<file path="src/c2e_pkg.sv">
`timescale 1ns / 1ps

package c2e_pkg;

	// micro-rotations per pass, clamped to the arctangent table
	localparam int ANGLE_ITERATIONS = 16;
	localparam int TABLE_LEN        = 24;
	localparam int N_CELLS          = (ANGLE_ITERATIONS > TABLE_LEN) ? TABLE_LEN
	                                                                 : ANGLE_ITERATIONS;
	localparam int IDX_W            = $clog2(TABLE_LEN);

	// vector legs: input lsb scaled by 2^16, headroom for two cordic gains
	localparam int LEG_W = 40;
	// angles in 2^-32 turn, signed, covering the half-turn start plus the table sum
	localparam int ANG_W = 34;

	localparam int COORD_W = 16;
	localparam int FRAC_W  = 16;
	localparam int GUARD_BITS = 16;
	localparam int GAIN_W  = 32;
	localparam int PROD_W  = COORD_W + GAIN_W;
	// product is y * K * 2^30, legs want y * K * 2^16
	localparam int GAIN_SHIFT = 30 - GUARD_BITS;

	// cordic gain in q30
	localparam logic signed [GAIN_W-1:0] GAIN_Q30 = 32'sd1768195363;

	localparam logic signed [ANG_W-1:0] HALF_TURN    = ANG_W'(64'sd2147483648);
	localparam logic signed [ANG_W:0]   QUARTER_TURN = (ANG_W+1)'(64'sd1073741824);

	typedef logic [IDX_W-1:0] idx_t;
	typedef logic signed [LEG_W-1:0] leg_t;
	typedef logic signed [ANG_W-1:0] ang_t;

	// payload carried from cell to cell
	typedef struct packed {
		leg_t              a;
		leg_t              b;
		ang_t              ang;
		logic              skip;
		leg_t              yk;
		logic [FRAC_W-1:0] u;
	} cell_data_t;

	// atan(2^-i) in units of 2^-32 turn
	function automatic logic [31:0] atan_turn(input idx_t idx);
		logic [31:0] r;
		case (idx)
			idx_t'(0):  r = 32'd536870912;
			idx_t'(1):  r = 32'd316933406;
			idx_t'(2):  r = 32'd167458907;
			idx_t'(3):  r = 32'd85004756;
			idx_t'(4):  r = 32'd42667331;
			idx_t'(5):  r = 32'd21354465;
			idx_t'(6):  r = 32'd10679838;
			idx_t'(7):  r = 32'd5340245;
			idx_t'(8):  r = 32'd2670163;
			idx_t'(9):  r = 32'd1335087;
			idx_t'(10): r = 32'd667544;
			idx_t'(11): r = 32'd333772;
			idx_t'(12): r = 32'd166886;
			idx_t'(13): r = 32'd83443;
			idx_t'(14): r = 32'd41722;
			idx_t'(15): r = 32'd20861;
			idx_t'(16): r = 32'd10430;
			idx_t'(17): r = 32'd5215;
			idx_t'(18): r = 32'd2608;
			idx_t'(19): r = 32'd1304;
			idx_t'(20): r = 32'd652;
			idx_t'(21): r = 32'd326;
			idx_t'(22): r = 32'd163;
			idx_t'(23): r = 32'd81;
			default:    r = 32'd0;
		endcase
		return r;
	endfunction

endpackage

</file>
<file path="src/c2e_prep.sv">
`timescale 1ns / 1ps

module c2e_prep (
	input  logic                                clk,
	input  logic                                arst_n,
	input  logic                                in_valid,
	output logic                                in_ready,
	input  logic signed [c2e_pkg::COORD_W-1:0]  coord_x,
	input  logic signed [c2e_pkg::COORD_W-1:0]  coord_y,
	input  logic signed [c2e_pkg::COORD_W-1:0]  coord_z,
	output logic                                out_valid,
	input  logic                                out_ready,
	output c2e_pkg::cell_data_t                 out_data
);

	logic                                 valid_q;
	c2e_pkg::cell_data_t                  data_q;
	c2e_pkg::cell_data_t                  nxt;
	c2e_pkg::leg_t                        ax;
	c2e_pkg::leg_t                        bz;
	logic signed [c2e_pkg::PROD_W-1:0]    prod;

	// scale to leg format, fold negative x into the right half plane
	always_comb begin
		ax   = {{(c2e_pkg::LEG_W-c2e_pkg::COORD_W-c2e_pkg::GUARD_BITS){coord_x[c2e_pkg::COORD_W-1]}},
		        coord_x, {c2e_pkg::GUARD_BITS{1'b0}}};
		bz   = {{(c2e_pkg::LEG_W-c2e_pkg::COORD_W-c2e_pkg::GUARD_BITS){coord_z[c2e_pkg::COORD_W-1]}},
		        coord_z, {c2e_pkg::GUARD_BITS{1'b0}}};
		prod = coord_y * c2e_pkg::GAIN_Q30;
		nxt  = '0;
		if (coord_x[c2e_pkg::COORD_W-1]) begin
			nxt.a   = -ax;
			nxt.b   = -bz;
			nxt.ang = c2e_pkg::HALF_TURN;
		end else begin
			nxt.a   = ax;
			nxt.b   = bz;
			nxt.ang = '0;
		end
		nxt.skip = (coord_x == '0) && (coord_z == '0);
		// y at cordic gain, floor division via arithmetic shift
		nxt.yk   = c2e_pkg::leg_t'(prod >>> c2e_pkg::GAIN_SHIFT);
		nxt.u    = '0;
	end

	assign in_ready = !valid_q || out_ready;

	// stage handshake
	always_ff @(posedge clk or negedge arst_n) begin
		if (!arst_n) begin
			valid_q <= 1'b0;
		end else if (in_ready) begin
			valid_q <= in_valid;
		end
	end

	always_ff @(posedge clk) begin
		if (in_ready && in_valid) begin
			data_q <= nxt;
		end
	end

	assign out_valid = valid_q;
	assign out_data  = data_q;

endmodule

</file>
<file path="config.mk">
export PLATFORM = sky130hd
export DESIGN_NAME = c2e_prep
export DESIGN_NICKNAME = d
export VERILOG_FILES = /design/src/c2e_pkg.sv /design/src/c2e_prep.sv
export SDC_FILE = /design/constraint.sdc
export NUM_CORES = 1
export LEC_CHECK = 0
export BUFFER_PORTS_ARGS = -buffer_cell sky130_fd_sc_hd__buf_4
export CAP_MARGIN = 20
export CORE_MARGIN = 10
export CORE_UTILIZATION = 38
export CTS_CLUSTER_DIAMETER = 60
export CTS_CLUSTER_SIZE = 20
export DETAILED_ROUTE_END_ITERATION = 7
export PLACE_DENSITY = 0.64
export SLEW_MARGIN = 30
export SYNTH_ARGS = -nofsm -noshare
export SYNTH_HDL_FRONTEND = slang
export SYNTH_SLANG_ARGS = --single-unit
</file>
<file path="constraint.sdc">
create_clock -name clk -period 2.83 [get_ports clk]
set_input_delay 0.849 -clock clk [delete_from_list [all_inputs] [get_ports clk]]
set_output_delay 0.849 -clock clk [all_outputs]
set_load 0.005 [all_outputs]
</file>
Yosys cells after proc, flatten, opt, wreduce, memory -nomap -nowiden
Index checks and enable logic that the tools add are counted. W data, S select, Z words.

Input port bits: 52. Logic and storage cells: 18. Register bits: 150. Output and inout bits: 173.

Mux-type cells: 1. Multiply operators: 1. Reduce and logical (&&, ||, !) cells: 6. Add/sub/neg operators: 2.

Operator list (number): $mux W105 (1); $neg A32 Y40 (2); $mul A16 B32 Y48 const B (1); $logic_not A16 Y1 (2); $logic_and A1 B1 Y1 (2); $logic_not A1 Y1 (1); $logic_or A1 B1 Y1 (1).

Longest topological paths before layout
Word-level depth: 3. Mapped depth: 22. Gate-level depth less buffers: 21.

Least setup slack after synthesis
Ideal clock, no wire load.

Kind: input to register. From: input port coord_y[14] (netlist bit). To: register, netlist name out_data[49]. Data arrival time: 5769 ps. Setup slack: -3196 ps. Cell stages on the path: 22. Path buffers: 1. Cells stage by stage: ha_1 -> xor2_1 -> ha_1 -> nand2b_1 -> inv_1 -> fa_1 -> inv_1 -> fa_1 -> inv_1 -> fa_1 -> fa_1 -> inv_1 -> ha_1 -> clkbuf_1 -> and3_2 -> and3_1 -> nand2_1 -> a31oi_1 -> a22oi_1 -> a21oi_1 -> a311o_1 -> xor2_1.

RTL lines: from (decl) (RTL line c2e_prep.sv:9) `input logic signed [c2e_pkg::COORD_W-1:0] coord_y,`.

==> impl_results.md <==
- Internal power: 12.7 mW
- Non-filler cells, final: 1883
- WHS: 0.274 ns
- Die Y: 192 um
- Drt initial violations: 345
- F_max: 181 MHz
- Sequential share of power: 0.104
- Clk pwr share: 0.059
- Cells after Synth: 1099
- Starting Density: 0.388
- FILL cells: 2578
- I/O Pins: 225
- Area growth, synth to finish: 40.8%
- Post-Syn Area: 11200 sq um
- Top post-synthesis cells by count: 255 x inv_1, 202 x ha_1, 117 x fa_1
- Ys flop type: edfxtp_1
- Pins Over Slew Limit: 0
- Antenna diodes: 0
- Drt drc: 0
- Detail Route Antenna Nets: 0
- Fin crit period: 5.54 ns
- Failing checks: negative setup slack
- CP Launch Type: primary input
- Drt total wl: 31500 um
- Sw Share: 0.426
- Fin nets: 1865
- Port buffer count: 143
- Later-pin clock latency in the skew report: 0.34 ns
- Number of placed cells counting well taps: 1839
- Die width: 192 um
- Final Setup Violations: 34
- Number of synthesized flops with an enable pin: 84
- Worst Path Arrival: 5.62 ns
- Max_cap viols: 0
- Placed Area: 14600 sq um
- Synth top area cells: ha_1 23%, edfxtp_1 22%, fa_1 21%
- Via count: 8647
- Yosys top cell area share: 0.225
- Clk pin slew, worst setup/hold paths: 0.06 ns
- Fin worst setup slack: -2.71 ns
- Longest Clk Path Bufs: 2
- HP Class: primary input to asynchronous set/reset pin
- Multi-input gate area: 8330 sq um
- WL/cell: 16.7 um
- CTS tree: done
- Row count: 62
- Total congestion overflow: 0
- Final hold vios: 0
- CTS Root Cell: clkbuf_16
- Via density: 4.59
- Most common cell in the netlist: inv_1
- Mean area per synthesized cell: 10.2 sq um
- Die ar.: 36800 sq um
- Dpl hpwl: 27400 um
- Worst reg-to-reg path cell count: 3
- Synth Register Bits: 85
- Logic pwr share: 0.837
- Critical path fanouts, max: 5
- First-pass GRT wire length: 49000 um
- WS Path Type: primary input to flop
- PwrDens: 1400 nW/um^2
- Worst Clk Skew: 0.00612 ns
- Static Leak: 7.82 nW
- Status: finished, violations left
- Num Clock Sinks: 85
- Number of global-route vias before repair: 9460
- Initial antenna violation count: 0
- Synth Warn #: 0
- CP endpoint kind: flop
- Largest net degree at the start of global routing: 44
- Design Area, Final: 15800 sq um
- Register area: 2550 sq um
- Sequential element share of the synthesized area: 0.227
- Worst IR Drop VDD: 1.04 mV
- Final Cycle Share: 1.96
- GR Util All Layers: 0.168
- P_sw: 9.40 mW
- GP Congestion: 0.940
- Num CTS Buffers: 9
- Post-synth top area cell: ha_1
- Floorplan core area: 28900 sq um
- Htree depth: 3
- Required @ worst endpoint: 2.91 ns
- Cts hold-fix bufs: 0
- TritonRoute pass-1 iters: 4
- Fraction of layout instances using a drive strength above 1: 0.378
- Post-synth cell types: 62
- Asr flop ratio synth: 0.0118
- Setup WS pre-CTS: -3.30 ns
- RSZ-0062 raised after global routing: yes
==> worst max-delay path: stages <==
cell,delay (ns)
buf_6,0.10
ha_4,0.25
xor2_4,0.15
buf_12,0.14
ha_1,0.28
inv_2,0.04
fa_1,0.49
fa_1,0.43
fa_1,0.51
inv_1,0.05
fa_1,0.52
ha_4,0.23
a2111oi_4,0.34
o211ai_1,0.14
a31o_2,0.23
a221oi_2,0.25
o211ai_1,0.13
a21oi_2,0.22
o31ai_2,0.10
xor2_1,0.15
==> layout make-up <==
| class | count | share of cell area |
|---|---|---|
| well taps | 384 | 0.0304 |
| inverters | 256 | 0.0610 |
| repair buffers | 393 | 0.199 |
| flip-flops and latches | 85 | 0.161 |
| multi-input cells | 749 | 0.527 |
| clock buffers | 9 | 0.0143 |
| clock inverters | 7 | 0.00681 |
==> flip-flops by register name, indices dropped and copies added (netlist names) <==
register / cells
out_valid: 1
out_data: 84
==> metal layers <==
| layer | share of wire | track usage | up-vias |
|---|---|---|---|
| li1 | - | - | 4226 |
| met1 | 0.44 | 0.208 | 4154 |
| met2 | 0.49 | 0.295 | 235 |
| met3 | 0.059 | 0.0263 | 32 |
| met4 | 0.018 | 0.0439 | 0 |
| met5 | 0 | 0 | - |
==> power groups by stage <==
stage	Combinational [mW]	Sequential, mW	Clock [mW]
after floorplan	9.30	2.34	0
after global routing	20.3	2.32	1.38
after CTS	17.3	2.30	1.34
after detailed placement	15.5	2.33	0
final	18.5	2.29	1.30
after global placement	15.3	2.33	0
==> cell usage in the layout, fill, tap and decap left out, types with 4 or more instances in the layout <==
master / n
a21oi_4: 5
xor2_1: 17
conb_1: 89
nand4_1: 6
xnor2_1: 35
o41ai_1: 4
o21bai_1: 6
ha_2: 6
a21oi_2: 10
nor2_1: 15
inv_2: 22
mux2i_1: 4
nand2b_1: 9
o21ai_4: 4
o31ai_1: 6
ha_4: 35
nand2_2: 4
fa_2: 8
ha_1: 161
nand3_1: 14
buf_12: 4
or3_1: 4
nor3_1: 5
nand2_1: 46
fa_1: 109
a211oi_2: 4
buf_8: 4
o21ai_2: 5
buf_6: 30
inv_1: 233
buf_4: 355
o21ai_0: 21
a21o_1: 7
clkbuf_16: 9
a21oi_1: 25
edfxtp_1: 84
==> cells by family (layout without fill, tap and decap cells) <==
kind of cell | after synthesis | in the layout | synth area share
buffers and inverters | 353 | 665 | 0.149
adder cells (fa/ha/maj) | 319 | 319 | 0.434
AND/OR/NAND/NOR | 143 | 143 | 0.0631
AO/OA/AOI/OAI | 137 | 137 | 0.0792
flip-flops | 85 | 85 | 0.227
XOR/XNOR | 57 | 57 | 0.0445
multiplexers | 4 | 4 | 0.00357
other | 1 | 89 | 0.000334
==> final timing paths <==
check	start	end	slack, ns
min	arst_n	out_valid$_DFFE_PN0N_	0.27
max reg2reg	out_valid$_DFFE_PN0N_	out_data[46]$_DFFE_PP_	1.32
min reg2reg	out_valid$_DFFE_PN0N_	out_valid$_DFFE_PN0N_	0.57
min in group clk	out_valid$_DFFE_PN0N_	out_valid$_DFFE_PN0N_	0.57
max	coord_y[14]	out_data[46]$_DFFE_PP_	-2.71
max in group asynchronous	arst_n	out_valid$_DFFE_PN0N_	2.48
==> metrics by stage <==
stage | setup TNS, ns | total power, mW | utilization
after global routing | -86.99 | 24.0 | 0.546
after floorplan | -76.49 | 11.6 | -
after detailed placement | -97.82 | 17.8 | 0.504
after global placement | -95.74 | 17.6 | 0.504
final | -82.37 | 22.1 | 0.546
after CTS | -82.00 | 20.9 | 0.537
==> what timing repair did <==
item / 4_1_cts / 5_1_grt
buffers inserted: 20 / 15
pin swaps: 67 / 23
cloned: 0 / 0
gates resized for setup: 97 / 45
setup endpoints to repair: 34 / 34
Power figures use the tool's default switching activity.
