==> src/c2e_pkg.sv <==
`timescale 1ns / 1ps

package c2e_pkg;

	// micro-rotations per pass, clamped to the arctangent table
	localparam int ANGLE_ITERATIONS = 16;
	localparam int TABLE_LEN        = 24;
	localparam int N_CELLS          = (ANGLE_ITERATIONS > TABLE_LEN) ? TABLE_LEN
	                                                                 : ANGLE_ITERATIONS;
	localparam int IDX_W            = $clog2(TABLE_LEN);

	// vector legs: input lsb scaled by 2^16, headroom for two cordic gains
	localparam int LEG_W = 40;
	// angles in 2^-32 turn, signed, covering the half-turn start plus the table sum
	localparam int ANG_W = 34;

	localparam int COORD_W = 16;
	localparam int FRAC_W  = 16;
	localparam int GUARD_BITS = 16;
	localparam int GAIN_W  = 32;
	localparam int PROD_W  = COORD_W + GAIN_W;
	// product is y * K * 2^30, legs want y * K * 2^16
	localparam int GAIN_SHIFT = 30 - GUARD_BITS;

	// cordic gain in q30
	localparam logic signed [GAIN_W-1:0] GAIN_Q30 = 32'sd1768195363;

	localparam logic signed [ANG_W-1:0] HALF_TURN    = ANG_W'(64'sd2147483648);
	localparam logic signed [ANG_W:0]   QUARTER_TURN = (ANG_W+1)'(64'sd1073741824);

	typedef logic [IDX_W-1:0] idx_t;
	typedef logic signed [LEG_W-1:0] leg_t;
	typedef logic signed [ANG_W-1:0] ang_t;

	// payload carried from cell to cell
	typedef struct packed {
		leg_t              a;
		leg_t              b;
		ang_t              ang;
		logic              skip;
		leg_t              yk;
		logic [FRAC_W-1:0] u;
	} cell_data_t;

	// atan(2^-i) in units of 2^-32 turn
	function automatic logic [31:0] atan_turn(input idx_t idx);
		logic [31:0] r;
		case (idx)
			idx_t'(0):  r = 32'd536870912;
			idx_t'(1):  r = 32'd316933406;
			idx_t'(2):  r = 32'd167458907;
			idx_t'(3):  r = 32'd85004756;
			idx_t'(4):  r = 32'd42667331;
			idx_t'(5):  r = 32'd21354465;
			idx_t'(6):  r = 32'd10679838;
			idx_t'(7):  r = 32'd5340245;
			idx_t'(8):  r = 32'd2670163;
			idx_t'(9):  r = 32'd1335087;
			idx_t'(10): r = 32'd667544;
			idx_t'(11): r = 32'd333772;
			idx_t'(12): r = 32'd166886;
			idx_t'(13): r = 32'd83443;
			idx_t'(14): r = 32'd41722;
			idx_t'(15): r = 32'd20861;
			idx_t'(16): r = 32'd10430;
			idx_t'(17): r = 32'd5215;
			idx_t'(18): r = 32'd2608;
			idx_t'(19): r = 32'd1304;
			idx_t'(20): r = 32'd652;
			idx_t'(21): r = 32'd326;
			idx_t'(22): r = 32'd163;
			idx_t'(23): r = 32'd81;
			default:    r = 32'd0;
		endcase
		return r;
	endfunction

endpackage

==> src/c2e_join.sv <==
`timescale 1ns / 1ps

module c2e_join (
	input  logic                 clk,
	input  logic                 arst_n,
	input  logic                 in_valid,
	output logic                 in_ready,
	input  c2e_pkg::cell_data_t  in_data,
	output logic                 out_valid,
	input  logic                 out_ready,
	output c2e_pkg::cell_data_t  out_data
);

	logic                 valid_q;
	c2e_pkg::cell_data_t  data_q;
	c2e_pkg::cell_data_t  nxt;
	logic [31:0]          u32;
	logic [32:0]          u_rnd;

	// round longitude to u, set up the latitude pass on (magnitude, y*K)
	always_comb begin
		u32      = in_data.ang[31:0] + 32'h8000_0000;
		u_rnd    = {1'b0, u32} + 33'h0_0000_8000;
		nxt      = in_data;
		nxt.a    = in_data.a;
		nxt.b    = in_data.yk;
		nxt.ang  = '0;
		nxt.skip = (in_data.a == '0) && (in_data.yk == '0);
		nxt.u    = u_rnd[31:16];
	end

	assign in_ready = !valid_q || out_ready;

	// stage handshake
	always_ff @(posedge clk or negedge arst_n) begin
		if (!arst_n) begin
			valid_q <= 1'b0;
		end else if (in_ready) begin
			valid_q <= in_valid;
		end
	end

	always_ff @(posedge clk) begin
		if (in_ready && in_valid) begin
			data_q <= nxt;
		end
	end

	assign out_valid = valid_q;
	assign out_data  = data_q;

endmodule

==> config.mk <==
export PLATFORM = sky130hd
export DESIGN_NAME = c2e_join
export DESIGN_NICKNAME = d
export VERILOG_FILES = /design/src/c2e_pkg.sv /design/src/c2e_join.sv
export SDC_FILE = /design/constraint.sdc
export NUM_CORES = 1
export LEC_CHECK = 0
export BUFFER_PORTS_ARGS = -buffer_cell sky130_fd_sc_hd__buf_2
export CAP_MARGIN = 20
export CORE_AREA = 5 5 131 133
export DETAILED_ROUTE_END_ITERATION = 16
export DIE_AREA = 0 0 136 138
export GPL_ROUTABILITY_DRIVEN = 0
export GPL_TIMING_DRIVEN = 0
export SLEW_MARGIN = 20
export SYNTH_ARGS = -nofsm -noshare
export SYNTH_HDL_FRONTEND = slang
export SYNTH_SLANG_ARGS = --single-unit
==> constraint.sdc <==
create_clock -name clk -period 9.8 [get_ports clk]
set_input_delay 1.47 -clock clk [delete_from_list [all_inputs] [get_ports clk]]
set_output_delay 1.47 -clock clk [all_outputs]
set_load 0.1 [all_outputs]
After elaboration in Yosys (flattened, before gate mapping)
Cells that the tools add are included.
W data, S select, Z words.

cells by class
  $add $sub $neg = 2
  multiply operators = 0
  div/mod/pow operators = 0
  magnitude comparators = 0
  eq/ne operators = 0
  shift operators = 0
  mux-type cells = 0
  bitwise logic cells = 0
  reduce and logical (&&, ||, !) cells = 6

operators with widths
  kind                      count
  $logic_not A40 Y1         2
  $add A32 B16 Y32 const B  1
  $add A32 B32 Y32 const B  1
  $logic_and A1 B1 Y1       2
  $logic_not A1 Y1          1
  $logic_or A1 B1 Y1        1

storage, ports and cells
  register bits after elaboration = 98
  bits in latches = 0
  bits in writable memories = 0
  ROM bits = 0
  input port bits = 175
  output and inout bits = 173
  logic and storage cells = 13
  memories = 0

Logic depth before layout (Yosys ltp)
Gate-level depths: netlist of the first run.

  word-level depth = 3
  depth in mapped cells = 5
  mapped depth without buffers = 5

Least setup slack after synthesis of the first run
No wires, ideal clock.

  path type = input port to flip-flop
  from = in out_ready
  to = reg data_q, in the netlist out_data[0], enable pin
  library setup time = 0.466 ns
  arrival = 4.636 ns
  path slack = 4.698 ns
  cell stages on the path = 2
  path buffers = 0
  cell sequence = nand2b_1 -> and2_1

on the way
  word-level cells in the longest chain between the ends = 2

ends and longest elaborated chain
  what                  line            text
  start, declared       c2e_join.sv:10  input logic out_ready,
  $logic_or A1 B1 Y1    c2e_join.sv:32  assign in_ready = !valid_q || out_ready;
  $logic_and A1 B1 Y1   c2e_join.sv:44  if (in_ready && in_valid) begin
  end signal, assigned  c2e_join.sv:45  data_q <= nxt;
  end, declared         c2e_join.sv:15  c2e_pkg::cell_data_t data_q;

Every way passes these cells.
A chain may end at the register's enable or synchronous reset.

Worst setup path after layout of the first run
  from = in out_ready
  to = out in_ready

on the way
  word-level cells in the longest chain between the ends = 1

ends and longest elaborated chain
  what                line            text
  $logic_or A1 B1 Y1  c2e_join.sv:32
  end, declared       c2e_join.sv:7   output logic in_ready,

Every way passes these cells.

==> summary.md, run 1 <==
| Metric | Value |
|---|---|
| EDFF count, synth | `between 90 and 100` |
| Initial antenna violation count | `2` |
| Number of port buffers | `239` |
| Post-route ant nets | `0` |
| R2R cell count | `3` |
| Routed wire per std cell | `14.8 um` |
| Critical Path Sink Type | `output port` |
| Worst Path Required | `around 8.3 ns` |
| Setup bufs post-CTS | `0` |
| MaxCap Viol Count | `0` |
| Vias | `between 2000 and 3000` |
| Arrival @ worst endpoint | `2.12 ns` |
| Fin Setup TNS | `0 ns` |
| Clk_lat worst skew | `roughly 0.34 ns` |
| Resized cells post-CTS | `0` |
| P_leak | `between 0.002 and 0.003 uW` |
| Crit path cell chain | `buf_2 > nand2b_1 > buf_2` |
| Ys flop type | `edfxtp_1` |
| Worst r2r dst | `out_data[165]` |
| Post-place instance area | `around 5600 um^2` |
| Post-route setup slack | `between 6 and 7 ns` |
| Die X | `136 um` |
| Detail Route met2 WL | `between 5000 and 6000 um` |
| Hold Vio Cnt, Final | `0` |
| Core Region | `~16000 um^2` |
| Max layer used | `met5` |
| Worst min path class | `flop to flop` |
| Max VDD drop | `slightly below 70 uV` |
| Syn Inst Count | `245` |
| Pre-CTS setup slack | `6.22 ns` |
| RSZ-0062 raised after global routing | `false` |
| Max Buffers Root-to-Sink | `2` |
| DRC Markers | `0` |
| Num CTS Buffers | `9` |
| Mux share of post-synthesis cell area | `0%` |
| Finished Core Util | `37.6%` |
| CTS tree | `done` |
| Clock transition at the registers of the reported paths | `about 0.07 ns` |
| Worst-path cell with the longest stage delay | `buf_2` |
| Delay of the slowest critical-path stage | `roughly 0.44 ns` |
| Worst r2r src | `out_valid` |
| Share of cells above drive strength 1 | `roughly 63%` |
| CTS Sinks | `98` |
| Gr usage total | `11.6%` |
| Hold Crit Start | `out_valid` |
| Met1 wire length | `between 3000 and 4000 um` |
| Starting Density | `between 20 and 30%` |
| Synth Area in Adders | `less than 1%` |
| Critical path class | `input port to output port` |
| Synth Warn # | `0` |
| R2r setup slk | `8.10 ns` |
| Number of top-level pins | `around 350` |
| Critical Path Start Type | `input port` |
| Largest fanout on the critical path | `3` |
| Worst setup startpoint | `out_ready` |
| Pins Over Slew Limit | `0` |
| Synthesized area | `between 3000 and 4000 um^2` |
| Post-synthesis async set-or-reset flop share | `1.02%` |
| Synthesis-to-layout area growth | `48.2%` |
| # rows | `between 40 and 50` |
| WL final | `~11000 um` |
| Syn_area_per_cell | `16.3 um^2` |
| Slew @ Worst Pin | `between 0.6 and 0.7 ns` |
| Power per cell area | `209 nW/um^2` |
| Status | `complete, no violations` |
| Worst hold endpoint | `out_valid` |
| Fmax | `approximately 280 MHz` |
| DR WL met3 | `1340 um` |
| Chip height | `approximately 140 um` |
| Synth cell types | `25` |
| Die area | `18800 um^2` |
| Final net count | `about 710` |
| Tmin final | `around 3.6 ns` |
| Register area share after synthesis | `73.6%` |
| Post-Synth Simple-Gate Area | `around 8.6%` |
| Root buffer cell | `clkbuf_16` |
| CTS H-tree depth | `3` |
| Largest net degree at the start of global routing | `58` |
| Post-DP HPWL | `9300 um` |
| First-pass GRT wire length | `16700 um` |
| Fin area | `about 5900 um^2` |
| Synth Area in Compound Gates | `0%` |
| Slew margin rel. | `approximately 58%` |
| Global route overflow | `0` |
| Largest family of logic cells by synthesized area | `buffers and inverters` |
| Antenna cells | `0` |
| Drt first-iter violations | `between 90 and 100` |
| Tcrit/Tclk final | `between 30% and 40%` |
| Cell mode on critical path | `buf_2` |
| Via count of the first global-routing pass | `~3100` |
| Synth Area in XOR/XNOR | `3.29%` |
| Worst Skew | `roughly 0.004 ns` |
| DR vias/cell | `3.79` |
| Final setup viols | `0` |
| Register bit count reported by yosys | `a little under 100` |
| Worst hold path depth | `2` |
| Cts hold-fix bufs | `0` |
| DR pass1 iterations | `4` |
==> metrics by stage <==
step	cells	total power [uW]	hold WS, ns
floorplan	278	828	1.17
CTS	750	1250	0.536
finish	750	1240	0.538
detailed placement	734	892	0.517
global placement	733	891	0.495
global route	750	1280	0.568
==> cell usage after synthesis, drive strengths merged, types with 2 or more instances <==
| cell | instances | share of area, % |
|---|---|---|
| inv | 2 | 0.19 |
| buf | 74 | 14 |
| xor2 | 6 | 1.3 |
| edfxtp | 97 | 73 |
| nand2b | 2 | 0.31 |
| nor3 | 4 | 0.75 |
| nand2 | 6 | 0.56 |
| nand4 | 7 | 1.3 |
| nor4 | 20 | 3.3 |
| nand3 | 5 | 0.63 |
| xnor2 | 9 | 2.0 |
| nor2 | 3 | 0.28 |
==> placed cells by master, fill, tap and decap left out, types with 2 or more instances in the layout <==
cell / instances
buf_2: 239
edfxtp_1: 97
buf_4: 74
conb_1: 34
nor4_1: 19
xnor2_1: 9
clkbuf_16: 9
nand2_1: 6
xor2_1: 6
nand4_1: 6
nand3_1: 5
nor2_1: 3
clkinvlp_4: 3
inv_1: 2
nor3_2: 2
nor3_1: 2
nand2b_1: 2
==> critical path, delay by kind of cell <==
family / cells / cell delay (ns)
buf+inv: 2 / 0.52
simple gates: 1 / 0.13
==> cell type report <==
type                       instances  area [um^2]
inverter                           2         7.51
tap                              216          270
clock buffer                       9          225
buffer                            74          556
sequential                        98         2940
clock inverter                     7         76.3
timing repair buffer             240         1220
multi-input combinational        104          616
fill                            1560         9800
==> per-layer routing <==
layer  vias up  GRT usage, %
met5         -             0
met4         4          4.24
li1       1368             -
met3        14          5.15
met2       171          20.4
met1      1286          12.1
==> worst max-delay path by stage <==
stage                     to  slack, ns  cells past startpoint
3_3_place_gp   out_data[118]       4.58                      3
5_1_grt             in_ready       6.19                      3
6_report            in_ready       6.21                      3
3_5_place_dp        in_ready       6.22                      3
2_1_floorplan    out_data[0]       4.70                      2
4_1_cts             in_ready       6.21                      3
==> state kept, by name, indices dropped and copies added, names as in the netlist <==
signal     cells
out_data      97
out_valid      1
==> report_power, final <==
group	total, uW	internal [uW]	switching [uW]
combinational	384	58.8	326
sequential	497	489	7.65
clock	354	200	154
total	1240	748	488
==> cells by family after synthesis <==
| logic type | count (synthesis) |
|---|---|
| DFF | 98 |
| buffers and inverters | 76 |
| and+or+nand+nor | 54 |
| xor gates and xnor gates | 15 |
| adders and majority gates | 1 |
| other | 1 |
Power figures use the tool's default switching activity.
==> run 2, diff against run 1 <==
ABC_AREA = 1   (was not set)
CORE_AREA = 5 5 133 135   (was 5 5 131 133)
DIE_AREA = 0 0 138 140   (was 0 0 136 138)
clock period = 3.7 ns   (was 9.8 ns; I/O delays follow)
==> run 2 against run 1 <==
- utilization is essentially flat
- die area grew 2.9%
- global-route usage shrank 0.22 points
- power grew to 2.6 times the previous value
- critical endpoint is now out_data[103]
- highest routed layer unchanged
==> summary.md, run 2 <==
| Metric | Value |
|---|---|
| Share of cells above drive strength 1 | `57.6% (was 62.9%)` |
| Cell mode on critical path | `buf_16 (was buf_2)` |
| Slew margin rel. | `51.4% (was 58.0%)` |
| Arrival @ worst endpoint | `2.00 ns (was 2.12 ns)` |
| R2r setup slk | `1.74 ns (was 8.10 ns)` |
| Synth top cells by count | `97 x edfxtp_1, 74 x buf_4, 54 x nor2_1 (was 97 x edfxtp_1, 74 x buf_4, 19 x nor4_1)` |
| Finished Core Util | `37.7% (was 37.6%)` |
| Critical path class | `flop to flop (was input port to output port)` |
| Critical Path Sink Type | `flop (was output port)` |
| Tmin final | `roughly 2 ns` |
| EDFF count, synth | `97 (unchanged)` |
| Synth Warn # | `0 (unchanged)` |
| DR vias/cell | `3.75 (was 3.79)` |
| Worst r2r dst | `out_data[103] (was out_data[165])` |
| Status | `complete, no violations (unchanged)` |
| Worst Path Required | `3.74 ns (was 8.33 ns)` |
| Max reg flops | `97 (unchanged)` |
| Synthesis-to-layout area growth | `48.4% (was 48.2%)` |
| First-pass GRT wire length | `17200 um (was 16700 um)` |
| Max layer used | `met5 (unchanged)` |
| Final net count | `768 (was 705)` |
| Clock transition at the registers of the reported paths | `0.08 ns (was 0.07 ns)` |
| Worst-path cell with the longest stage delay | `a21oi_4 (was buf_2)` |
| Post-synthesis async set-or-reset flop share | `1.02% (unchanged)` |
| Worst hold path depth | `1 (was 2)` |
| Worst Skew | `0.0111 ns (was 0.00412 ns)` |
| Antenna cells | `0 (unchanged)` |
| Worst min path class | `input port to flop (was flop to flop)` |
| Crit path cell chain | `a21oi_4 > buf_16 > buf_16 > buf_16 (was buf_2 > nand2b_1 > buf_2)` |
| RSZ-0062 raised after global routing | `false (unchanged)` |
| Num CTS Buffers | `9 (unchanged)` |
| Hold Crit Start | `in_data[26] (was out_valid)` |
| Synth top area cells | `edfxtp_1 70%, buf_4 13%, nor2_1 4.9% (was edfxtp_1 73%, buf_4 14%, nor4_1 3.0%)` |
| Fmax | `510 MHz` |
| CP bufs+invs | `3 (was 2)` |
| Synthesized area | `4150 um^2 (was 3990 um^2)` |
| Most common cell after layout, fill and taps aside | `buf_2 (unchanged)` |
| Slew @ Worst Pin | `0.727 ns (was 0.625 ns)` |
| Largest fanout on the critical path | `21 (was 3)` |
| Top-count cell post-synth | `edfxtp_1 (unchanged)` |
| Max Buffers Root-to-Sink | `2 (unchanged)` |
| Drt first-iter violations | `135 (was 99)` |
| Cell taking the most area after synthesis | `edfxtp_1 (unchanged)` |
| WL final | `11100 um (about the same)` |
| Starting Density | `25.4% (about the same)` |
| CTS H-tree depth | `3 (unchanged)` |
| Fin Setup TNS | `0 ns (unchanged)` |
| Max VDD drop | `210 uV (was 68.4 uV)` |
| Vias | `3062 (was 2843)` |
| Final setup viols | `0 (unchanged)` |
| Syn Inst Count | `304 (was 245)` |
| Power per cell area | `529 nW/um^2 (was 209 nW/um^2)` |
| P_leak | `0.00283 uW (was 0.00264 uW)` |
| DR pass1 iterations | `4 (unchanged)` |
| Register bit count reported by yosys | `98 (unchanged)` |
| DR WL met3 | `988 um (was 1340 um)` |
| Synth cell types | `21 (was 25)` |
| Largest net degree at the start of global routing | `24 (was 58)` |
| CTS Sinks | `98 (unchanged)` |
| Post-DP HPWL | `9320 um (was 9300 um)` |
| Delay of the slowest critical-path stage | `0.61 ns (was 0.44 ns)` |
| Chip height | `140 um (was 138 um)` |
| Core Region | `16300 um^2 (was 15700 um^2)` |
| Critical Path Start Type | `flop (was input port)` |
| CTS tree | `done (unchanged)` |
| Die X | `138 um (was 136 um)` |
| Gr usage total | `11.4% (was 11.6%)` |
| WP depth | `4 (was 3)` |
| Worst r2r src | `out_valid (unchanged)` |
| Number of port buffers | `239 (unchanged)` |
| Crit path max-delay family | `compound AO/OA/AOI/OAI gates (was buffers and inverters)` |
| Worst hold endpoint | `out_data[101] (was out_valid)` |
| Pins Over Slew Limit | `0 (unchanged)` |
| Global route overflow | `0 (unchanged)` |
| Via count of the first global-routing pass | `3240 (was 3076)` |
| R2R cell count | `4 (was 3)` |
| Syn_area_per_cell | `13.6 um^2 (was 16.3 um^2)` |
| Clk_lat worst skew | `0.34 ns (about the same)` |
| Ys flop type | `edfxtp_1 (unchanged)` |
| # rows | `47 (was 46)` |
| Met1 wire length | `4200 um (was 3850 um)` |
| Number of top-level pins | `348 (unchanged)` |
| Routed wire per std cell | `13.6 um (was 14.8 um)` |
| DRC Markers | `0 (unchanged)` |
| Die area | `19300 um^2 (was 18800 um^2)` |
| Synth top area share | `70.2% (was 73.0%)` |
| Hold Vio Cnt, Final | `0 (unchanged)` |
| Tcrit/Tclk final | `approximately 53%` |
| Most frequent cells in the layout | `239 x buf_2, 97 x edfxtp_1, 74 x buf_4 (unchanged)` |
| Register area share after synthesis | `70.8% (was 73.6%)` |
| Root buffer cell | `clkbuf_16 (unchanged)` |
| MaxCap Viol Count | `0 (unchanged)` |
| Post-route ant nets | `0 (unchanged)` |
| Initial antenna violation count | `2 (unchanged)` |
| Detail Route met2 WL | `5690 um (was 5650 um)` |
run 2: changes by cell type in the layout (fill, tap and decap cells not counted), sizes merged, moves of 3 or more:
cell   change
buf        +3
xor2       +3
nor4      -20
nor2      +53
inv       +10
xnor2      -5
nand2     +24
run 2: worst max-delay path by stage:
stage | startpoint | to | slack (ns)
2_1_floorplan | out_valid | out_data[0] | 0.73
3_3_place_gp | out_ready | out_data[169] | 0.16
3_5_place_dp | out_ready | out_data[169] | 1.42
4_1_cts | out_valid | out_data[104] | 1.68
5_1_grt | out_valid | out_data[103] | 1.60
6_report | out_valid | out_data[103] | 1.74
run 2: logic make-up after synthesis:
| family | count (synthesis) | synth area share, % |
|---|---|---|
| AND/OR/NAND/NOR | 106 | 11.6 |
| flip-flops | 98 | 70.8 |
| buffers and inverters | 84 | 14.3 |
| XOR/XNOR | 13 | 2.74 |
| AO/OA/AOI/OAI | 1 | 0.121 |
| adder cells (fa/ha/maj) | 1 | 0.302 |
| other | 1 | 0.0904 |
run 2: final cells by class:
type	instances	area (um^2)
sequential	98	2940
inverter	10	37.5
fill	1639	10200
tap	220	275
clock inverter	6	53.8
multi-input combinational	155	753
timing repair buffer	244	1320
clock buffer	10	229
buffer	74	556
run 2: layer usage:
metal	up-vias	GRT usage (%)
met1	1355	12.1
li1	1513	-
met4	4	4.32
met2	172	20.0
met3	18	4.94
met5	-	0
run 2: power by group:
part	switching, uW	internal (uW)	total [uW]
combinational	874	172	1050
sequential	19.8	1290	1310
clock	430	470	900
total	1320	1940	3260
run 2: worst reg2reg max path, stage by stage, from the launching register on:
cell     delay, ns
dfrtp_1       0.42
a21oi_4       0.61
buf_16        0.25
buf_16        0.19
buf_16        0.18
run 2: through the flow:
stage                     setup WS [ns]  cells  area, um^2  power, uW  hold slack [ns]
after global placement            0.158    796        5760       2370            0.330
after detailed placement           1.42    800        5870       2390            0.330
after global routing               1.60    817        6160       3400            0.367
after floorplan                   0.728    337        4280       2210            0.259
after CTS                          1.68    817        6160       3310            0.375
final                              1.74    817        6160       3260            0.396
run 2: timing repair:
item	CTS	global route
gates resized for setup	0	0
hold endpoints to repair	1	0
hold buffers	1	0
buffers inserted	0	0
