File: src/c2e_pkg.sv
`timescale 1ns / 1ps

package c2e_pkg;

	// micro-rotations per pass, clamped to the arctangent table
	localparam int ANGLE_ITERATIONS = 16;
	localparam int TABLE_LEN        = 24;
	localparam int N_CELLS          = (ANGLE_ITERATIONS > TABLE_LEN) ? TABLE_LEN
	                                                                 : ANGLE_ITERATIONS;
	localparam int IDX_W            = $clog2(TABLE_LEN);

	// vector legs: input lsb scaled by 2^16, headroom for two cordic gains
	localparam int LEG_W = 40;
	// angles in 2^-32 turn, signed, covering the half-turn start plus the table sum
	localparam int ANG_W = 34;

	localparam int COORD_W = 16;
	localparam int FRAC_W  = 16;
	localparam int GUARD_BITS = 16;
	localparam int GAIN_W  = 32;
	localparam int PROD_W  = COORD_W + GAIN_W;
	// product is y * K * 2^30, legs want y * K * 2^16
	localparam int GAIN_SHIFT = 30 - GUARD_BITS;

	// cordic gain in q30
	localparam logic signed [GAIN_W-1:0] GAIN_Q30 = 32'sd1768195363;

	localparam logic signed [ANG_W-1:0] HALF_TURN    = ANG_W'(64'sd2147483648);
	localparam logic signed [ANG_W:0]   QUARTER_TURN = (ANG_W+1)'(64'sd1073741824);

	typedef logic [IDX_W-1:0] idx_t;
	typedef logic signed [LEG_W-1:0] leg_t;
	typedef logic signed [ANG_W-1:0] ang_t;

	// payload carried from cell to cell
	typedef struct packed {
		leg_t              a;
		leg_t              b;
		ang_t              ang;
		logic              skip;
		leg_t              yk;
		logic [FRAC_W-1:0] u;
	} cell_data_t;

	// atan(2^-i) in units of 2^-32 turn
	function automatic logic [31:0] atan_turn(input idx_t idx);
		logic [31:0] r;
		case (idx)
			idx_t'(0):  r = 32'd536870912;
			idx_t'(1):  r = 32'd316933406;
			idx_t'(2):  r = 32'd167458907;
			idx_t'(3):  r = 32'd85004756;
			idx_t'(4):  r = 32'd42667331;
			idx_t'(5):  r = 32'd21354465;
			idx_t'(6):  r = 32'd10679838;
			idx_t'(7):  r = 32'd5340245;
			idx_t'(8):  r = 32'd2670163;
			idx_t'(9):  r = 32'd1335087;
			idx_t'(10): r = 32'd667544;
			idx_t'(11): r = 32'd333772;
			idx_t'(12): r = 32'd166886;
			idx_t'(13): r = 32'd83443;
			idx_t'(14): r = 32'd41722;
			idx_t'(15): r = 32'd20861;
			idx_t'(16): r = 32'd10430;
			idx_t'(17): r = 32'd5215;
			idx_t'(18): r = 32'd2608;
			idx_t'(19): r = 32'd1304;
			idx_t'(20): r = 32'd652;
			idx_t'(21): r = 32'd326;
			idx_t'(22): r = 32'd163;
			idx_t'(23): r = 32'd81;
			default:    r = 32'd0;
		endcase
		return r;
	endfunction

endpackage

File: src/c2e_cell.sv
`timescale 1ns / 1ps

module c2e_cell (
	input  logic                 clk,
	input  logic                 arst_n,
	input  c2e_pkg::idx_t        idx,
	input  logic                 in_valid,
	output logic                 in_ready,
	input  c2e_pkg::cell_data_t  in_data,
	output logic                 out_valid,
	input  logic                 out_ready,
	output c2e_pkg::cell_data_t  out_data
);

	logic                 valid_q;
	c2e_pkg::cell_data_t  data_q;
	c2e_pkg::cell_data_t  nxt;
	c2e_pkg::leg_t        da;
	c2e_pkg::leg_t        db;
	c2e_pkg::ang_t        step;

	// one vectoring micro-rotation
	always_comb begin
		da   = in_data.a >>> idx;
		db   = in_data.b >>> idx;
		step = $signed({{(c2e_pkg::ANG_W-32){1'b0}}, c2e_pkg::atan_turn(idx)});
		nxt  = in_data;
		if (!in_data.b[c2e_pkg::LEG_W-1]) begin
			nxt.a   = in_data.a + db;
			nxt.b   = in_data.b - da;
			nxt.ang = in_data.skip ? in_data.ang : in_data.ang + step;
		end else begin
			nxt.a   = in_data.a - db;
			nxt.b   = in_data.b + da;
			nxt.ang = in_data.skip ? in_data.ang : in_data.ang - step;
		end
	end

	assign in_ready = !valid_q || out_ready;

	// stage handshake
	always_ff @(posedge clk or negedge arst_n) begin
		if (!arst_n) begin
			valid_q <= 1'b0;
		end else if (in_ready) begin
			valid_q <= in_valid;
		end
	end

	always_ff @(posedge clk) begin
		if (in_ready && in_valid) begin
			data_q <= nxt;
		end
	end

	assign out_valid = valid_q;
	assign out_data  = data_q;

endmodule

File: config.mk
export PLATFORM = sky130hd
export DESIGN_NAME = c2e_cell
export DESIGN_NICKNAME = d
export VERILOG_FILES = /design/src/c2e_pkg.sv /design/src/c2e_cell.sv
export SDC_FILE = /design/constraint.sdc
export NUM_CORES = 1
export LEC_CHECK = 0
export BUFFER_PORTS_ARGS = -buffer_cell sky130_fd_sc_hd__buf_2
export CAP_MARGIN = 20
export CORE_AREA = 3 3 272 274
export CTS_CLUSTER_DIAMETER = 50
export DETAILED_ROUTE_END_ITERATION = 8
export DIE_AREA = 0 0 275 277
export HOLD_SLACK_MARGIN = 0.15
export PLACE_DENSITY = 0.54
export REMOVE_ABC_BUFFERS = 1
export SLEW_MARGIN = 20
export SYNTH_ARGS = -nofsm -noshare
export SYNTH_HDL_FRONTEND = slang
export SYNTH_SLANG_ARGS = --single-unit
File: constraint.sdc
create_clock -name clk -period 6.39 [get_ports clk]
set_input_delay 0.3195 -clock clk [delete_from_list [all_inputs] [get_ports clk]]
set_output_delay 0.3195 -clock clk [all_outputs]
set_load 0.01 [all_outputs]
* After elaboration in Yosys (flattened, before gate mapping)
Memories as Yosys holds them, arrays and structs flattened.
Index checks and enable logic that the tools add are counted.
W data, S select, Z words.
** Operators by class
- $add $sub $neg :: 6
- Shift operators :: 2
- Multiplexer cells :: 3
- Reductions and logical operators :: 3
** Operator list (number)
- $mux W114 :: 1
- $add A40 B40 Y40 :: 2
- $sshr A40 B5 Y40 :: 2
- $sub A40 B40 Y40 :: 2
- $mux W34 :: 2
- $add A34 B33 Y34 :: 1
- $sub A34 B33 Y34 :: 1
- $logic_and A1 B1 Y1 :: 1
- $logic_not A1 Y1 :: 1
- $logic_or A1 B1 Y1 :: 1
** Word-level totals
- Memories :: 1
- Flip-flop bits (word level) :: 172
- Word-level logic and storage cells :: 22
- Output and inout port bits :: 173
- Input bits :: 180
- Bits in read-only memories :: 960
** Memories
- (no name shown) :: words 32, bits a word 30, read ports 1, clocked after memory_dff 0, wr ports 0, line c2e_pkg.sv:48 : case (idx)

* Longest topological paths before layout
Gate-level depths: netlist (run 1).
An unclocked memory read counts as a cell.
- Depth after elaboration :: 4
- Depth in mapped cells :: 30
- Gate-level depth less buffers :: 23

* Worst setup path after synthesis (run 1)
Ideal clock, no wire load.
- Kind :: in2reg
- Start point :: input port idx[2]
- End point :: register data_q, in the netlist out_data[169], data pin
- Stages :: 26
- Path buffers :: 5
- Setup slack :: 174 ps
- Data required time :: 6124 ps
- Data arrival time :: 5950 ps
- Setup time :: 266 ps
- Cells stage by stage :: buf_2 -> buf_1 -> clkbuf_1 -> clkbuf_1 -> mux4_2 -> nor2_1 -> a21oi_1 -> a221oi_1 -> nand4_2 -> nor4b_4 -> and2_1 -> buf_2 -> nand2_1 -> mux2_2 -> a21o_1 -> ha_1 -> a21o_1 -> a21o_1 -> a21oi_1 -> o21bai_1 -> a21o_1 -> a211oi_1 -> a211oi_1 -> a2111oi_0 -> nor3_1 -> xor2_1
** RTL lines
- from (decl) :: line c2e_cell.sv:6 : input c2e_pkg::idx_t idx,
- to (signal assigned) :: line c2e_cell.sv:52 : data_q <= nxt;
- to (decl) :: line c2e_cell.sv:16 : c2e_pkg::cell_data_t data_q;

==> results of run 1 <==
==> flip-flops by register name, indices dropped and copies added, names as in the netlist <==
signal     cells
out_data     171
out_valid      1
==> cell type report <==
class,count,share of cell area [%]
well taps,950,4.24
clock inverters,13,0.545
flip-flops and latches,172,18.4
repair buffers,795,19.7
diodes,9,0.0804
clock buffers,19,1.55
inverters,108,1.45
multi-input cells,1908,54.0
==> layer usage <==
metal  GRT usage, %  part of all wire [%]
met5              0                 0.047
met2           39.2                    47
met1           31.8                    44
met3           4.25                   6.7
met4           6.24                   2.2
==> kinds of logic (layout without fill, tap and decap cells) <==
logic type,count (synthesis),in the layout,share of synthesized area (%)
AOI/OAI and AO/OA,715,715,21.8
xor gates and xnor gates,158,158,6.50
adders and majority gates,153,153,9.09
buffers and inverters,247,935,5.29
DFF,172,172,24.1
muxes,247,247,18.9
other,0,9,0
and+or+nand+nor,635,635,14.3
==> path summary, 6_finish.rpt <==
kind,start,endpoint,slack (ps),cells past startpoint
worst min register to register,out_valid,out_valid,1100,3
worst max-delay path,idx[0],out_data[164],330,26
max in group asynchronous,arst_n,out_valid,5670,3
worst min-delay path,in_data[81],out_data[81],190,3
min in group asynchronous,arst_n,out_valid,630,3
worst max register to register,out_valid,out_data[122],3880,3
==> synthesized netlist by cell type, types with 16 or more instances <==
master    count
a211oi_1     39
a21o_1       66
a21oi_1     197
a221oi_1     16
a31oi_1      40
and2_1       29
and3_1       24
buf_1        25
buf_2        28
clkbuf_1     70
edfxtp_1    171
ha_1        149
inv_1       105
mux2_2       40
mux2i_1      89
mux4_1       18
mux4_2       98
nand2_1     178
nand2b_1     19
nand3_1      32
nor2_1      193
nor2b_1      24
nor3_1       49
o21a_1       21
o21ai_0     134
o21bai_1     28
o22ai_1      31
or3_1        21
xnor2_1     106
xor2_1       51
==> stage by stage <==
stage               setup TNS (ps)  instances  area [um^2]  hold WS [ps]
global route                     0       3971        28000           175
floorplan                        0       2188        20700          23.9
finish                           0       3974        28000           192
CTS                              0       3965        28000           150
detailed placement            -768       3849        26600          97.5
global placement             -1320       3849        26600          94.4
==> power groups by stage <==
stage | Combinational, uW | Sequential [uW] | Clock [uW]
finish | 3080 | 1510 | 1120
detailed placement | 2990 | 1530 | 0
floorplan | 1560 | 1620 | 0
global placement | 2980 | 1530 | 0
CTS | 3060 | 1510 | 1170
global route | 3340 | 1520 | 1200
==> critical path, cell delays in order <==
cell	delay [ps]
clkbuf_8	260
buf_4	310
mux4_2	580
a221oi_1	590
a221o_1	320
nand4_1	200
buf_4	200
nor3_1	410
buf_4	200
nand3b_1	90
nor3_1	220
o21ai_0	140
o211ai_1	130
ha_1	290
a21o_1	170
a21o_1	180
a21oi_1	190
o21bai_1	100
a21oi_1	200
nand2b_1	150
o311ai_0	120
buf_4	160
o21a_1	110
buf_4	150
and4_1	190
or3_1	330
==> what timing repair did <==
item	4_1_cts	5_1_grt
endpoints found under the setup margin	0	5
hold buffers	84	0
endpoints found under the hold margin	82	0
resized for setup	0	2
==> impl.org, run 1 <==
** Pwr
- Share of power burned in combinational logic :: 54.0%
- Sequential cells burn 26.4% of the power.
- Net Switching :: 2280 uW
- The worst-case IR drop observed on VDD is 0.155 mV.
- The internal power of the cells totals 3420 uW.
- Pwr Total :: 5700 uW
- Clock network power share :: 19.6%
- Net switching is 40.0% of the power.
- Static leakage :: 0.0122 uW
- Dividing total power by cell area gives a power density of 204 nW/um^2.

** STA
- Based on the critical path, the design can be clocked at up to 165 MHz.
- The clock period could shrink to 6060 ps.
- Number of slew-limit violations in the final report :: 0
- Between clock sinks in the finished design, the worst skew comes to 16.1 ps.
- Setup repair after global routing left no endpoint under its margin.
- Final setup fails :: 0
- Period utilisation layout :: 94.9%
- Final worst-path setup slack :: 328 ps
- The hold violation count in the final report came to 0.
- Measured against its own limit, the worst slew margin works out to 37.0%.
- Tightest Pin Transition :: 946 ps

** Cells and area
- Leading cell types in the layout, fill and taps excluded :: buf_2 (347), buf_4 (346), a21oi_1 (197), nor2_1 (193), nand2_1 (178)
- Fill cell count :: 7234
- Fraction of layout cells with a size suffix above 1 :: 30.4%
- In the final design database the tool counted 3335 nets.
- Most common cell after layout, fill and taps aside :: buf_2
- Registers take 5160 um^2.
- Summing all multi-input logic gate instances after layout gives 15100 um^2.
- Core utilization of the finished layout :: 39.1%
- The area growth from synthesis to layout is 30.9%.

** Critical path
- Data arrives at the worst endpoint at 6300 ps.
- Type of the worst setup path :: in2reg
- The worst setup path is launched from an input port.
- Kind of end point of the critical path :: flip-flop
- Crit path max fanout :: 15
- Critical path required time :: 6630 ps

** Synthesis
- In the post-synthesis netlist, the biggest area contributors are edfxtp_1 (24%), mux4_2 (10%), ha_1 (8.7%).
- Largest area contributor in the netlist :: edfxtp_1
- Distinct cell type count after synthesis :: 95
- Fraction of synthesized cell area taken by the top area cell type :: 24.0%
- Of the synthesized area, sequential elements account for 24.1%.
- Number of synthesis warnings :: 0
- Async SR Flop Fraction :: 0.581%
- Averaged over all synthesized cells, the footprint is 9.20 um^2.
- Number of enable-type register cells in the synthesized netlist :: 171
- Most used flip-flop cell after synthesis :: edfxtp_1
- In this run, synthesis produced a sequential element count of 172.
- The cell area that synthesis handed to floorplanning was 21400 um^2.
- Post-Synthesis Cells :: 2327

** Placed design
- DP Worst Slack :: -255 ps
- Port buffering added 352 buffers.
- Routability Congestion :: 0.985
- HPWL reported at the end of detailed placement :: 73700 um

** Detailed routing
- Router iterations before antenna repair :: 6
- The routed layout has 22048 vias.
- After the first detailed-routing iteration, the DRC count stood at 2346.
- Final wirelength :: 92900 um
- The count of nets left with antenna violations once routing finished came out at 0.
- After detailed routing, the number of vias per cell comes to 5.55.
- After detailed routing, the number of remaining DRC violations is 0.
- WL per Instance :: 23.4 um

** Min path
- The min-delay analysis places its worst path in the category in2reg.

** Global routing
- Antenna violations before repair :: 13
- Leftover overflow at the end of global routing :: 0
- First-pass GRT wire length :: 138000 um
- Pin count of the biggest net entering global routing :: 69
- Overall routing resource usage :: 23.7%
- The via count of the first global-routing pass came to 21612.

** Floorplanning
- Boundary pin count :: 353
- The floorplan step defined a die boundary enclosing 76200 um^2.
- Initial core utilization :: 29.9%
- The core region is 71600 um^2.
- The floorplan has 98 rows.
- In this run the vertical extent of the chip is 277 um.
- Width of the chip :: 275 um

** Clocking
- Clock insertion delay at the later pin of the skew report :: 500 ps
- Number of CTS-inserted buffers :: 17
- The H-tree generated during clock tree synthesis spans 4 levels.
- Clock tree root driver cell :: clkbuf_16
- After clock tree synthesis, the clock-pin slew on the worst setup and hold paths is 80 ps.
- Total number of clock tree sinks :: 172
- TritonCTS built the clock tree.
- Once the clock tree was built, the setup fixing pass inserted 0 buffers.
- No sink is reached through more buffers than the 2 on the longest clock path.

** Run
- Max capacitance violation total :: 0

** Status
- The run finished with clean final reports.
(Power assumes the default switching activity.)
==> inputs of run 2 (changes only) <==
--- a/config.mk
+++ b/config.mk
@@ -12,7 +12,7 @@
 export DETAILED_ROUTE_END_ITERATION = 8
 export DIE_AREA = 0 0 275 277
 export HOLD_SLACK_MARGIN = 0.15
-export PLACE_DENSITY = 0.54
+export PLACE_DENSITY_LB_ADDON = 0.2
 export REMOVE_ABC_BUFFERS = 1
 export SLEW_MARGIN = 20
 export SYNTH_ARGS = -nofsm -noshare
==> run 2 against run 1 <==
Compared with the run above: highest routed layer unchanged; largest power group unchanged; critical path type unchanged; combinational power decreased by 6%; non-clock buffer count decreased by 96; critical path depth decreased by 5; critical endpoint is now out_data[129]; clock power about the same.
==> impl.org, run 2 (synthesis gave the netlist of run 1 again) <==
** STA
- The share of the clock period used by the worst path after layout came to 92.3% (-2.6 points).
- RSZ-0062 raised after global routing :: no
- Number of slew-limit violations in the final report :: 0 (unchanged)
- The number of setup violations in the final report is 0 (unchanged).
- The tightest slew margin relative to the limit came to 28.1% (-8.9 points).
- Timing-limited maximum frequency :: 170 MHz (+2.8%)
- The hold violation count in the final report came to 0 (unchanged).
- The clock period minus worst slack is 5900 ps (-163 ps).
- Tightest Pin Transition :: 1070 ps (+129 ps)
- The final setup skew was 14.3 ps (-1.88 ps).

** Critical path
- The longest individual stage delay on the worst path is 520 ps (-70 ps).
- The endpoint required time on the critical path is 6650 ps (+20 ps).
- Type of the worst setup path :: in2reg
- Crit path max fanout :: 20 (+5)
- The worst setup path is captured at a flip-flop.
- Worst path arrival time :: 6160 ps (-140 ps)
- For this design, the slowest cell found on the critical path is mux4_2.
- The cell that appears most often on the critical path is buf_4.
- STA classifies the critical path startpoint as an input port.
- Traced cell by cell, the critical path runs through clkbuf_8 -> buf_4 -> mux2_2 -> mux4_2 -> a221oi_1 -> buf_4 -> nand4b_1 -> nor4_1 -> buf_4 -> and4b_1 -> a31oi_1 -> xor2_1 -> ha_1 -> and4_1 -> a221o_1 -> nor3_1 -> a31oi_1 -> a2111o_1 -> a31o_2 -> a311oi_1 -> xnor2_1.

** Placed design
- The number of buffer cells added on primary ports came to 352 (unchanged).
- HPWL reported at the end of detailed placement :: 74300 um (+0.94%)
- The routability congestion estimate was 0.975 (-0.98%).

** Status
- The run finished with clean final reports.

** Global routing
- The total congestion overflow was 0 (unchanged).
- Pin count of the biggest net entering global routing :: 70 (+1.4%)
- The number of antenna violations at the first check in global routing was 1 (-12).
- Vias in the first global route :: 21290 (-1.5%)
- The global-route usage over all layers is 23.8% (+0.035 points).
- First-pass GRT wire length :: 137000 um (-0.64%)

** Detailed routing
- The count of nets left with antenna violations after detail routing was 0 (unchanged).
- The number of iterations in the first detailed-routing pass was 6 (unchanged).
- The mean routed wirelength per cell came to 24.1 um (+3.2%).
- First-iteration detailed-routing DRC count :: 1708 (-27%)
- Total via count after detailed routing :: 21715 (-1.5%)
- DR vias/cell :: 5.61 (+1.2%)
- The total routed wirelength came to 93400 um (+0.52%).
- Remaining DRCs :: 0 (unchanged)

** Floorplanning
- Die area :: 76200 um^2 (unchanged)
- Vertical die dimension :: 277 um (unchanged)
- Row count :: 98 (unchanged)
- The initial core utilization is 29.9% (unchanged).
- The core box area is 71600 um^2 (unchanged).
- Width of the chip :: 275 um (unchanged)
- The number of ports placed on the die boundary was 353 (unchanged).

** Pwr
- The areal power density over the cells is 204 nW/um^2 (about the same).
- Static leakage :: 0.0117 uW (-3.9%)
- Pwr Total :: 5540 uW (-2.9%)
- Peak VDD IR :: 0.170 mV (+9.5%)

** Cells and area
- Leading cell types in the layout, fill and taps excluded :: buf_2 (347), buf_4 (265), a21oi_1 (197), nor2_1 (193), nand2_1 (178)
- Most common cell after layout, fill and taps aside :: buf_2
- Layout Nets :: 3239 (-2.9%)
- Max reg flops :: 171 (unchanged)
- Relative to the synthesized area, the layout overhead comes to 27.1%.
- Fraction of layout cells with a size suffix above 1 :: 28.4% (-2.0 points)
- Number of antenna repair diodes :: 0 (-9)
- The end-of-flow core utilization was 38.0% (-1.1 points).

** Clocking
- The worst-case clock buffer depth is 2 (unchanged).
- The number of clock sinks seen by CTS was 172 (unchanged).
- The register clock-pin slew on the reported worst setup and hold paths came to 90 ps (about the same).
- The clock latency on the worst-skew pair is 500 ps (about the same).
- The number of instances resized during post-cts repair was 0 (unchanged).
- H-tree depth :: 4 (unchanged)
- TritonCTS built the clock tree.
- The clock buffer count from CTS is 17 (unchanged).
- Clock tree synthesis selected as its root buffer the cell clkbuf_16.

** Min path
- The min-delay analysis places its worst path in the category in2reg.

** Run
- The max-cap check violation count is 0 (unchanged).
[run 2: cell types whose count changed in the layout (fill, tap and decap cells not counted), sizes merged]
cell | before | now
buf | 710 | 622
clkinv | 3 | 12
diode | 9 | 0
dlygate4sd3 | 84 | 76
inv | 115 | 111
clkbuf | 20 | 18
clkinvlp | 2 | 0
bufinv | 1 | 0
[run 2: through the flow]
stage / std cells / hold WS [ps] / cell area, um^2 / TNS (ps) / setup slack (ps)
finish: 3869 / 179 / 27200 / 0 / 491
global route: 3869 / 164 / 27200 / 0 / 192
CTS: 3869 / 151 / 27200 / 0 / 538
detailed placement: 3761 / 100 / 25800 / -14.4 / -14.4
global placement: 3761 / 96.3 / 25800 / -24.1 / -24.1
floorplan: 2188 / 23.9 / 20700 / 0 / 18.1
[run 2: report_power, final]
| part | switching (uW) | leakage [uW] | internal (uW) |
|---|---|---|---|
| combinational | 1630 | 0.00975 | 1260 |
| clock | 605 | 0.000305 | 542 |
| sequential | 32.8 | 0.00164 | 1470 |
[run 2: path summary, 6_finish.rpt]
path / start / to / slack [ps] / cells past startpoint
hold reg to reg: out_valid / out_valid / 1090 / 3
max in group asynchronous: arst_n / out_valid / 5620 / 3
setup / recovery: idx[0] / out_data[129] / 490 / 21
hold / removal: in_data[69] / out_data[69] / 180 / 2
setup reg to reg: out_valid / out_data[105] / 3940 / 3
min in group asynchronous: arst_n / out_valid / 660 / 3
[run 2: layout make-up]
| class | count | area (um^2) |
|---|---|---|
| inverter | 108 | 405 |
| sequential | 172 | 5160 |
| fill | 7260 | 44400 |
| tap | 950 | 1190 |
| clock buffer | 17 | 425 |
| timing repair buffer | 699 | 4700 |
| clock inverter | 15 | 216 |
| multi-input combinational | 1908 | 15100 |
[run 2: timing repair]
action	CTS	global route
hold buffers	76	0
buffers inserted	0	0
endpoints found under the hold margin	74	0
[run 2: routing by layer]
layer	vias to the layer above	share of wire, %	GRT usage, %
li1	10068	-	-
met1	10626	43	31.2
met2	892	48	39.8
met3	127	6.1	3.86
met4	2	3.0	7.24
met5	-	0.014	0
[run 2: critical path, delay by kind of cell]
family                     cells  cell delay, ps
AOI/OAI and AO/OA              7            2180
and+or+nand+nor                5            1150
muxes                          2             920
buffers and inverters          4             900
xor gates and xnor gates       2             350
adders and majority gates      1             300
